### src/hw/rtl/hce_pkg.sv
// Shared types and constants of the Huffman chunk encoder.
package hce_pkg;

    localparam int SYM_W  = 8;
    localparam int LEN_W  = 5;
    localparam int CODE_W = 24;
    localparam int BYTE_W = 8;
    localparam int OP_W   = 2;

    typedef logic [OP_W-1:0] t_opcode;

    localparam t_opcode OP_LOAD   = 2'd0;
    localparam t_opcode OP_ENCODE = 2'd1;
    localparam t_opcode OP_FLUSH  = 2'd2;

    typedef struct packed {
        logic [LEN_W-1:0]  len;
        logic [CODE_W-1:0] code;
    } t_tbl_entry;

endpackage

### src/hw/rtl/hce_frame_emitter.sv
// Frame emitter: sends the pad count byte and then the packed code bytes.
module hce_frame_emitter #(
    parameter int CHUNK_BITS = 24,
    parameter int FW         = 5
) (
    input  logic                  i_clk,
    input  logic                  i_rst_n,
    input  logic                  i_load,
    input  logic [CHUNK_BITS-1:0] i_bits,
    input  logic [FW-1:0]         i_fill,
    output logic                  o_free,
    output logic                  o_valid,
    input  logic                  i_ready,
    output logic [7:0]            o_byte,
    output logic                  o_last
);

    localparam int NBYTES_MAX = (CHUNK_BITS + hce_pkg::BYTE_W - 1) / hce_pkg::BYTE_W;
    localparam int FRM_W      = NBYTES_MAX * hce_pkg::BYTE_W;
    localparam int BCW        = $clog2(NBYTES_MAX + 1);
    localparam int SHW        = $clog2(FRM_W + 1);

    logic             r_ov;
    logic [7:0]       r_ob;
    logic             r_ol;
    logic             r_hdr;
    logic [BCW-1:0]   r_left;
    logic [FRM_W-1:0] r_sh;
    logic [2:0]       r_pad;

    logic             take;
    logic             active;
    logic             give;
    logic [FW:0]      nbytes_w;
    logic [BCW-1:0]   n_nbytes;
    logic [SHW-1:0]   n_shamt;
    logic [FRM_W-1:0] n_aligned;
    logic [2:0]       n_pad;

    assign take   = !r_ov || i_ready;
    assign active = r_hdr || (r_left != '0);
    assign give   = take && active;
    assign o_free = !active || (give && !r_hdr && (r_left == BCW'(1)));

    always_comb begin
        nbytes_w  = ((FW+1)'(i_fill) + (FW+1)'(hce_pkg::BYTE_W - 1)) >> 3;
        n_nbytes  = nbytes_w[BCW-1:0];
        n_shamt   = SHW'(FRM_W) - SHW'(i_fill);
        n_aligned = FRM_W'(i_bits) << n_shamt;
        n_pad     = 3'd0 - i_fill[2:0];
    end

    always_ff @(posedge i_clk) begin
        if (!i_rst_n) begin
            r_ov   <= 1'b0;
            r_hdr  <= 1'b0;
            r_left <= '0;
        end else begin
            if (give) begin
                r_ov <= 1'b1;
            end else if (i_ready) begin
                r_ov <= 1'b0;
            end
            if (give) begin
                if (r_hdr) begin
                    r_hdr <= 1'b0;
                end else begin
                    r_left <= r_left - BCW'(1);
                end
            end
            if (i_load) begin
                r_hdr  <= 1'b1;
                r_left <= n_nbytes;
            end
        end
    end

    always_ff @(posedge i_clk) begin
        if (give) begin
            if (r_hdr) begin
                r_ob <= {5'd0, r_pad};
                r_ol <= 1'b0;
            end else begin
                r_ob <= r_sh[FRM_W-1 -: 8];
                r_ol <= (r_left == BCW'(1));
                r_sh <= r_sh << 8;
            end
        end
        if (i_load) begin
            r_sh  <= n_aligned;
            r_pad <= n_pad;
        end
    end

    assign o_valid = r_ov;
    assign o_byte  = r_ob;
    assign o_last  = r_ol;

endmodule

### config.mk
export PLATFORM = sky130hd
export DESIGN_NAME = hce_frame_emitter
export DESIGN_NICKNAME = d
export VERILOG_FILES = /design/src/hw/rtl/hce_pkg.sv /design/src/hw/rtl/hce_frame_emitter.sv
export SDC_FILE = /design/constraint.sdc
export NUM_CORES = 1
export LEC_CHECK = 0
export BUFFER_PORTS_ARGS = -buffer_cell sky130_fd_sc_hd__buf_2
export CAP_MARGIN = 0
export CORE_UTILIZATION = 45
export CTS_BUF_LIST = sky130_fd_sc_hd__clkbuf_4
export CTS_CLUSTER_DIAMETER = 150
export CTS_CLUSTER_SIZE = 8
export DETAILED_ROUTE_END_ITERATION = 7
export GPL_TIMING_DRIVEN = 0
export PLACE_DENSITY = 0.77
export SLEW_MARGIN = 30
export SYNTH_ARGS = -nofsm -noshare
export SYNTH_HDL_FRONTEND = slang
export SYNTH_SLANG_ARGS = --single-unit
### constraint.sdc
create_clock -name i_clk -period 3.55 [get_ports i_clk]
set_input_delay 0.71 -clock i_clk [delete_from_list [all_inputs] [get_ports i_clk]]
set_output_delay 0.71 -clock i_clk [all_outputs]
set_load 0.02 [all_outputs]
==> results.sh, run 1 <==
export IMPL_required_ns=3.65
export IMPL_cts_made_buffers=5
export IMPL_antenna_found_initial=0
export IMPL_synth_fa_ha_area_share_pct=1.32
export IMPL_critPathKind="input pin to flop"
export IMPL_postPlaceCellArea_mm2=0.00315
export IMPL_rsz0062_at_grt="false"
export IMPL_drive_gt1_share_pct=30.3
export IMPL_ys_warnings_count=0
export IMPL_p_int_uw=921
export IMPL_route_detailed_drc=0
export IMPL_h_tree_depth=2
export IMPL_powerDensity_mw_per_mm2=412
export IMPL_drtAntennaViolNets=0
export IMPL_grt_use_total_pct=21.4
export IMPL_synth_top_area_share_pct=38.0
export IMPL_cts_tree="yes"
export IMPL_cp_end_kind="flop"
export IMPL_finalWirelength_um=6320
export IMPL_synth_top_family_by_area="multiplexers"
export IMPL_ys_types=47
export IMPL_gp_congestion=0.856
export IMPL_fmax_mhz=302
export IMPL_synth_mux_area_share_pct=28.8
export IMPL_cts_root_buf="clkbuf_4"
export IMPL_grt_overflow_total=0
export IMPL_synth_simple_area_share_pct=11.6
export IMPL_p_sw_share_pct=30.8
export IMPL_grt_pass1_wl_um=10500
export IMPL_post_drt_wl_per_cell_um=16.7
export IMPL_die_h_um=81.6
export IMPL_synthesis_nets=291
export IMPL_yosysTopAreaCell="edfxtp_1"
export IMPL_worst_slew_pin_slew_ns=0.780
export IMPL_finalHoldViolations=0
export IMPL_num_rows=28
export IMPL_hold_buffers=0
export IMPL_path_max_fanout=11
export IMPL_grt_pass1_vias=2224
export IMPL_switchingPower_uw=409
export IMPL_start_util_pct=47.3
export IMPL_r2r_setup_slack_ns=1.55
export IMPL_power_share_sequential_pct=45.8
export IMPL_grt_max_degree=25
export IMPL_slew_headroom_pct=47.6
export IMPL_area_delta_synth_final_pct=13.4
export IMPL_drv_cap=0
export IMPL_cp_cell_sequence="buf_2, inv_1, buf_2, ha_1, buf_2, clkbuf_4, mux2_2, mux2i_1, mux2i_1, a221oi_1, a21oi_1"
export IMPL_min_path_type="flop to flop"
export IMPL_ctsLongestPathBuffers=2
export IMPL_critPathLaunchType="input pin"
export IMPL_period_needed_ns=3.31
export IMPL_vias_per_cell=5.84
export IMPL_firstDrtPassIters=4
export IMPL_pwr_share_clk_pct=22.1
export IMPL_final_period_utilization_pct=93.3
export IMPL_final_cell_area_mm2=0.00323
export IMPL_clk_latency_ns=0.35
export IMPL_die_w_um=81.6
export IMPL_slew_violations=0
export IMPL_dp_cells=372
export IMPL_syn_area_mm2=0.00285
export IMPL_die_area_mm2=0.00665
export IMPL_drt_iter0_drc=187
export IMPL_synthXorXnorAreaFrac_pct=1.49
export IMPL_crit_top_cell="buf_2"
export IMPL_vias=2214
export IMPL_synth_compound_area_share_pct=11.6
export IMPL_cp_arrival_ns=3.42
export IMPL_p_comb_share_pct=32.1
export IMPL_cts_sinks=40
export IMPL_synth_area_leaders="edfxtp_1 38%, mux2i_1 13%, mux2_2 7.9%, mux4_2 5.5%, nor2b_1 2.9%"
export IMPL_clkSlewWorstSetupHoldPaths_ns=0.13
export IMPL_syn_avg_cell_area_um2=11.2
export IMPL_status="completed"
export IMPL_port_buffer_count=42
export IMPL_yosysSeqAreaShare_pct=40.8
export IMPL_synthArstFlopShare_pct=0
export IMPL_core_mm2=0.00603
export IMPL_p_total_uw=1330
export IMPL_slowest_delay_ns=0.37
export IMPL_ys_ff_latch=40
export IMPL_hpwl_um=4930
export IMPL_ioPinCount=44
export IMPL_finClkSkew_ns=0.0118
export IMPL_leakage_uw=0.00133
export IMPL_fin_nets=339
export IMPL_synthCells=255
export IMPL_antenna_cells=0
export IMPL_critPathSlowestCell="mux2_2"
export IMPL_setup_viol=0
export IMPL_synth_ff_type="edfxtp_1"
export IMPL_layoutNonFillerInstCount=379
export IMPL_irDropWorstVdd_mv=0.231
export IMPL_synth_edff_count=36
==> synthesized netlist by cell type (all sizes together), types with 3 or more instances <==
library cell	number
nor2b	13
o21ai	5
a21oi	15
buf	12
ha	3
o2bb2ai	7
nand3	3
mux4	9
nor2	20
nor3	5
inv	10
dfxtp	4
a221oi	4
mux2	21
nand2	15
o221ai	3
edfxtp	36
mux2i	37
clkbuf	5
==> power groups by stage <==
stage | combinational [uW] | sequential [uW] | clock, uW
after global routing | 467 | 617 | 320
after CTS | 425 | 610 | 297
after global placement | 414 | 618 | 0
after detailed placement | 423 | 621 | 0
after floorplan | 283 | 641 | 0
final | 427 | 609 | 294
==> flip-flops by register name, summed over array words and instances, names as in the netlist <==
signal / flops
r_pad: 3
o_valid: 1
r_sh: 24
o_byte: 8
o_last: 1
r_left: 2
r_hdr: 1
==> cells in the final DEF, fill, tap and decap left out, types with 2 or more instances in the layout <==
cell,netlist,routed
nand2b_1,2,2
a221oi_1,4,4
mux4_1,2,2
mux2i_1,37,37
edfxtp_1,36,36
ha_1,3,3
clkinv_1,0,2
or2_2,2,2
o221ai_1,2,2
nor2b_1,13,13
dfxtp_1,4,4
nor2_1,20,20
o211ai_1,2,2
buf_1,3,2
xnor2_1,2,2
or3_1,2,2
nor3_1,5,5
nand2_1,15,15
nand3_1,3,3
a31oi_1,2,2
buf_2,6,46
mux2_2,20,20
a21oi_1,15,15
inv_1,9,9
mux4_2,7,7
clkbuf_1,5,5
buf_4,2,2
a21boi_0,2,2
o2bb2ai_1,7,7
o21ai_0,5,5
clkbuf_4,0,7
==> per-stage QoR <==
stage / setup WS [ns] / setup TNS (ns) / util, % / hold WS (ns)
floorplan: 0.320 / 0 / - / 0.502
global placement: -0.336 / -3.49 / 52.3 / 0.505
detailed placement: -0.404 / -6.00 / 52.3 / 0.509
CTS: 0.148 / 0 / 53.6 / 0.528
global route: 0.0419 / 0 / 53.6 / 0.548
finish: 0.240 / 0 / 53.6 / 0.522
==> metal layers <==
| metal | vias up | wire length, um | global-route usage (%) |
|---|---|---|---|
| li1 | 1064 | - | - |
| met1 | 1052 | 2780 | 27.3 |
| met2 | 84 | 2960 | 34.6 |
| met3 | 14 | 431 | 4.89 |
| met4 | 0 | 145 | 9.11 |
| met5 | - | 0 | 0 |
==> timing repair <==
action / 4_1_cts / 5_1_grt
resized for setup: 1 / 2
setup buffers: 0 / 0
endpoints found under the setup margin: 2 / 4
==> cell type report <==
type	instances	area (um2)
buffer	16	87.6
clock buffer	5	37.5
clock inverter	3	37.5
fill	542	2800
inverter	10	37.5
multi-input combinational	188	1560
sequential	40	1160
tap	75	93.8
timing repair buffer	42	210
==> worst max-delay path, delay by kind of cell <==
kind	cells	cell delay, ns
AOI/OAI and AO/OA	2	0.49
adders and majority gates	1	0.33
buffers and inverters	5	1.14
muxes	3	0.75
==> final timing paths <==
| kind | cells past startpoint | end | startpoint |
|---|---|---|---|
| setup reg to reg | 4 | r_sh[4]$_SDFFCE_PN0P_ | r_left[0]$_SDFFE_PN0P_ |
| hold / removal | 2 | o_valid$_SDFFE_PN0P_ | o_valid$_SDFFE_PN0P_ |
| setup / recovery | 11 | r_sh[19]$_DFFE_PP_ | i_fill[0] |
| hold reg to reg | 2 | o_valid$_SDFFE_PN0P_ | o_valid$_SDFFE_PN0P_ |
==> cells by family (layout without fill, tap and decap cells) <==
group,Yosys count,after routing
AO/OA/AOI/OAI,46,46
AND/OR/NAND/NOR,68,68
multiplexers,67,67
buffers and inverters,27,76
adder cells (fa/ha/maj),3,3
XOR/XNOR,4,4
flip-flops,40,40
(Power assumes the default switching activity.)
==> inputs of run 2 (changes only) <==
- BUFFER_PORTS_ARGS: -buffer_cell sky130_fd_sc_hd__buf_2 -> -buffer_cell sky130_fd_sc_hd__clkbuf_2
==> run 2 against run 1 <==
  * Sequential share of layout area is 0.30 points lower
  * Final cell count is the same
  * Clock power increased by 28%
  * First-iteration DRC count up 9.6%
  * Via count increased by 0.14%
  * Non-clock buffer count did not move
  * Die area did not move
  * Largest power group unchanged
==> results.sh, run 2 (synthesis results as in run 1) <==
export IMPL_critPathSlowestCell="mux2_2"
export IMPL_required_ns=3.65
export IMPL_cp_cell_sequence="buf_2, inv_1, clkbuf_2, ha_1, buf_2, buf_2, mux2_2, mux2i_1, mux2i_1, a221oi_1, a21oi_1"
export IMPL_path_max_fanout=11
export IMPL_post_drt_wl_per_cell_um=16.8
export IMPL_area_delta_synth_final_pct=14.3
export IMPL_critPathBufInv=5
export IMPL_vias=2217
export IMPL_postCtsSetupRepairBufs=0
export IMPL_core_mm2=0.00603
export IMPL_cts_repair_resized=0
export IMPL_grt_pass1_vias=2060
export IMPL_crit_family="buffers and inverters"
export IMPL_critPathKind="input pin to flop"
export IMPL_power_share_sequential_pct=43.2
export IMPL_fillers=554
export IMPL_switchingPower_uw=413
export IMPL_period_needed_ns=3.39
export IMPL_powerDensity_mw_per_mm2=435
export IMPL_firstDrtPassIters=4
export IMPL_h_tree_depth=2
export IMPL_antenna_found_initial=0
export IMPL_drive_gt1_share_pct=30.9
export IMPL_grt_max_degree=25
export IMPL_layout_commonest_cell="clkbuf_2"
export IMPL_cts_root_buf="clkbuf_4"
export IMPL_drv_cap=0
export IMPL_worst_slew_pin_slew_ns=0.798
export IMPL_setup_viol=0
export IMPL_port_buffer_count=42
export IMPL_regMostFlops="r_sh"
export IMPL_layout_common_cells="42 x clkbuf_2, 37 x mux2i_1, 36 x edfxtp_1, 20 x nor2_1, 20 x mux2_2"
export IMPL_slowest_delay_ns=0.38
export IMPL_pwr_share_clk_pct=26.7
export IMPL_min_path_type="flop to flop"
export IMPL_crit_top_cell="buf_2"
export IMPL_antenna_cells=0
export IMPL_die_w_um=81.6
export IMPL_drt_iter0_drc=205
export IMPL_clkSlewWorstSetupHoldPaths_ns=0.12
export IMPL_cp_end_kind="flop"
export IMPL_p_comb_share_pct=30.2
export IMPL_grt_use_total_pct=20.7
export IMPL_grt_pass1_wl_um=10100
export IMPL_drtAntennaViolNets=0
export IMPL_gp_congestion=0.866
export IMPL_die_h_um=81.6
export IMPL_finalHoldViolations=0
export IMPL_leakage_uw=0.00135
export IMPL_critPathLaunchType="input pin"
export IMPL_slew_violations=0
export IMPL_num_rows=28
export IMPL_cts_tree="yes"
export IMPL_irDropWorstVdd_mv=0.272
export IMPL_rsz0062_at_grt="false"
export IMPL_vias_per_cell=5.85
export IMPL_start_util_pct=47.3
export IMPL_die_area_mm2=0.00665
export IMPL_status="completed"
export IMPL_clk_latency_ns=0.35
export IMPL_cts_made_buffers=5
export IMPL_route_detailed_drc=0
export IMPL_ctsLongestPathBuffers=2
export IMPL_worst_slack_ns=0.164
export IMPL_hpwl_um=5020
export IMPL_final_period_utilization_pct=95.4
export IMPL_slew_headroom_pct=46.3
export IMPL_p_sw_share_pct=29.1
export IMPL_grt_overflow_total=0
export IMPL_fmax_mhz=295
export IMPL_utilization_pct=54.0
export IMPL_cts_sinks=40
export IMPL_p_int_uw=1000
export IMPL_pre_cts_slack_ns=-0.364
export IMPL_hold_buffers=0
export IMPL_largest_register_ffs=24
export IMPL_finClkSkew_ns=0.0164
export IMPL_cp_arrival_ns=3.49
export IMPL_ioPinCount=44
export IMPL_fin_nets=339
export IMPL_finalWirelength_um=6360
==> run 2: area by class of cell <==
cell class                 instances  area, um2  share of cell area [%]
multi-input combinational        188       1560                    48.0
sequential                        40       1160                    35.7
timing repair buffer              42        210                    6.46
tap                               75       93.8                    2.88
buffer                            16       85.1                    2.61
clock inverter                     2       60.1                    1.84
clock buffer                       6       45.0                    1.38
inverter                          10       37.5                    1.15
==> run 2: power groups by stage <==
| stage | clock (uW) | sequential [uW] | combinational, uW |
|---|---|---|---|
| 6_report | 377 | 611 | 427 |
| 3_5_place_dp | 0 | 623 | 423 |
| 2_1_floorplan | 0 | 641 | 283 |
| 3_3_place_gp | 0 | 619 | 413 |
| 5_1_grt | 399 | 619 | 463 |
| 4_1_cts | 382 | 612 | 424 |
==> run 2: worst paths after layout <==
path	start	endpoint	slack, ns	depth (start not counted)
min reg2reg	r_sh[0]$_SDFFCE_PN0P_	r_sh[8]$_DFFE_PP_	0.54	1
max reg2reg	r_left[0]$_SDFFE_PN0P_	r_sh[5]$_SDFFCE_PN0P_	1.55	4
min	r_sh[0]$_SDFFCE_PN0P_	r_sh[8]$_DFFE_PP_	0.54	1
max	i_fill[0]	r_sh[19]$_DFFE_PP_	0.16	11
==> run 2: metrics by stage <==
stage	total power [uW]	hold slack, ns	area (um2)	setup TNS, ns	std cells
after floorplan	925	0.502	2850	0	255
after global placement	1030	0.506	3150	-3.22	372
after detailed placement	1050	0.517	3150	-4.38	372
after CTS	1420	0.531	3260	0	380
after global routing	1480	0.564	3260	0	379
final	1420	0.542	3260	0	379
==> run 2: per-layer routing <==
layer | share of wire (%) | GRT usage [%] | vias up
met2 | 48 | 34.6 | 82
met1 | 45 | 27.2 | 1063
li1 | - | - | 1065
met3 | 6.0 | 3.33 | 7
met4 | 1.3 | 6.79 | 0
met5 | 0 | 0 | -
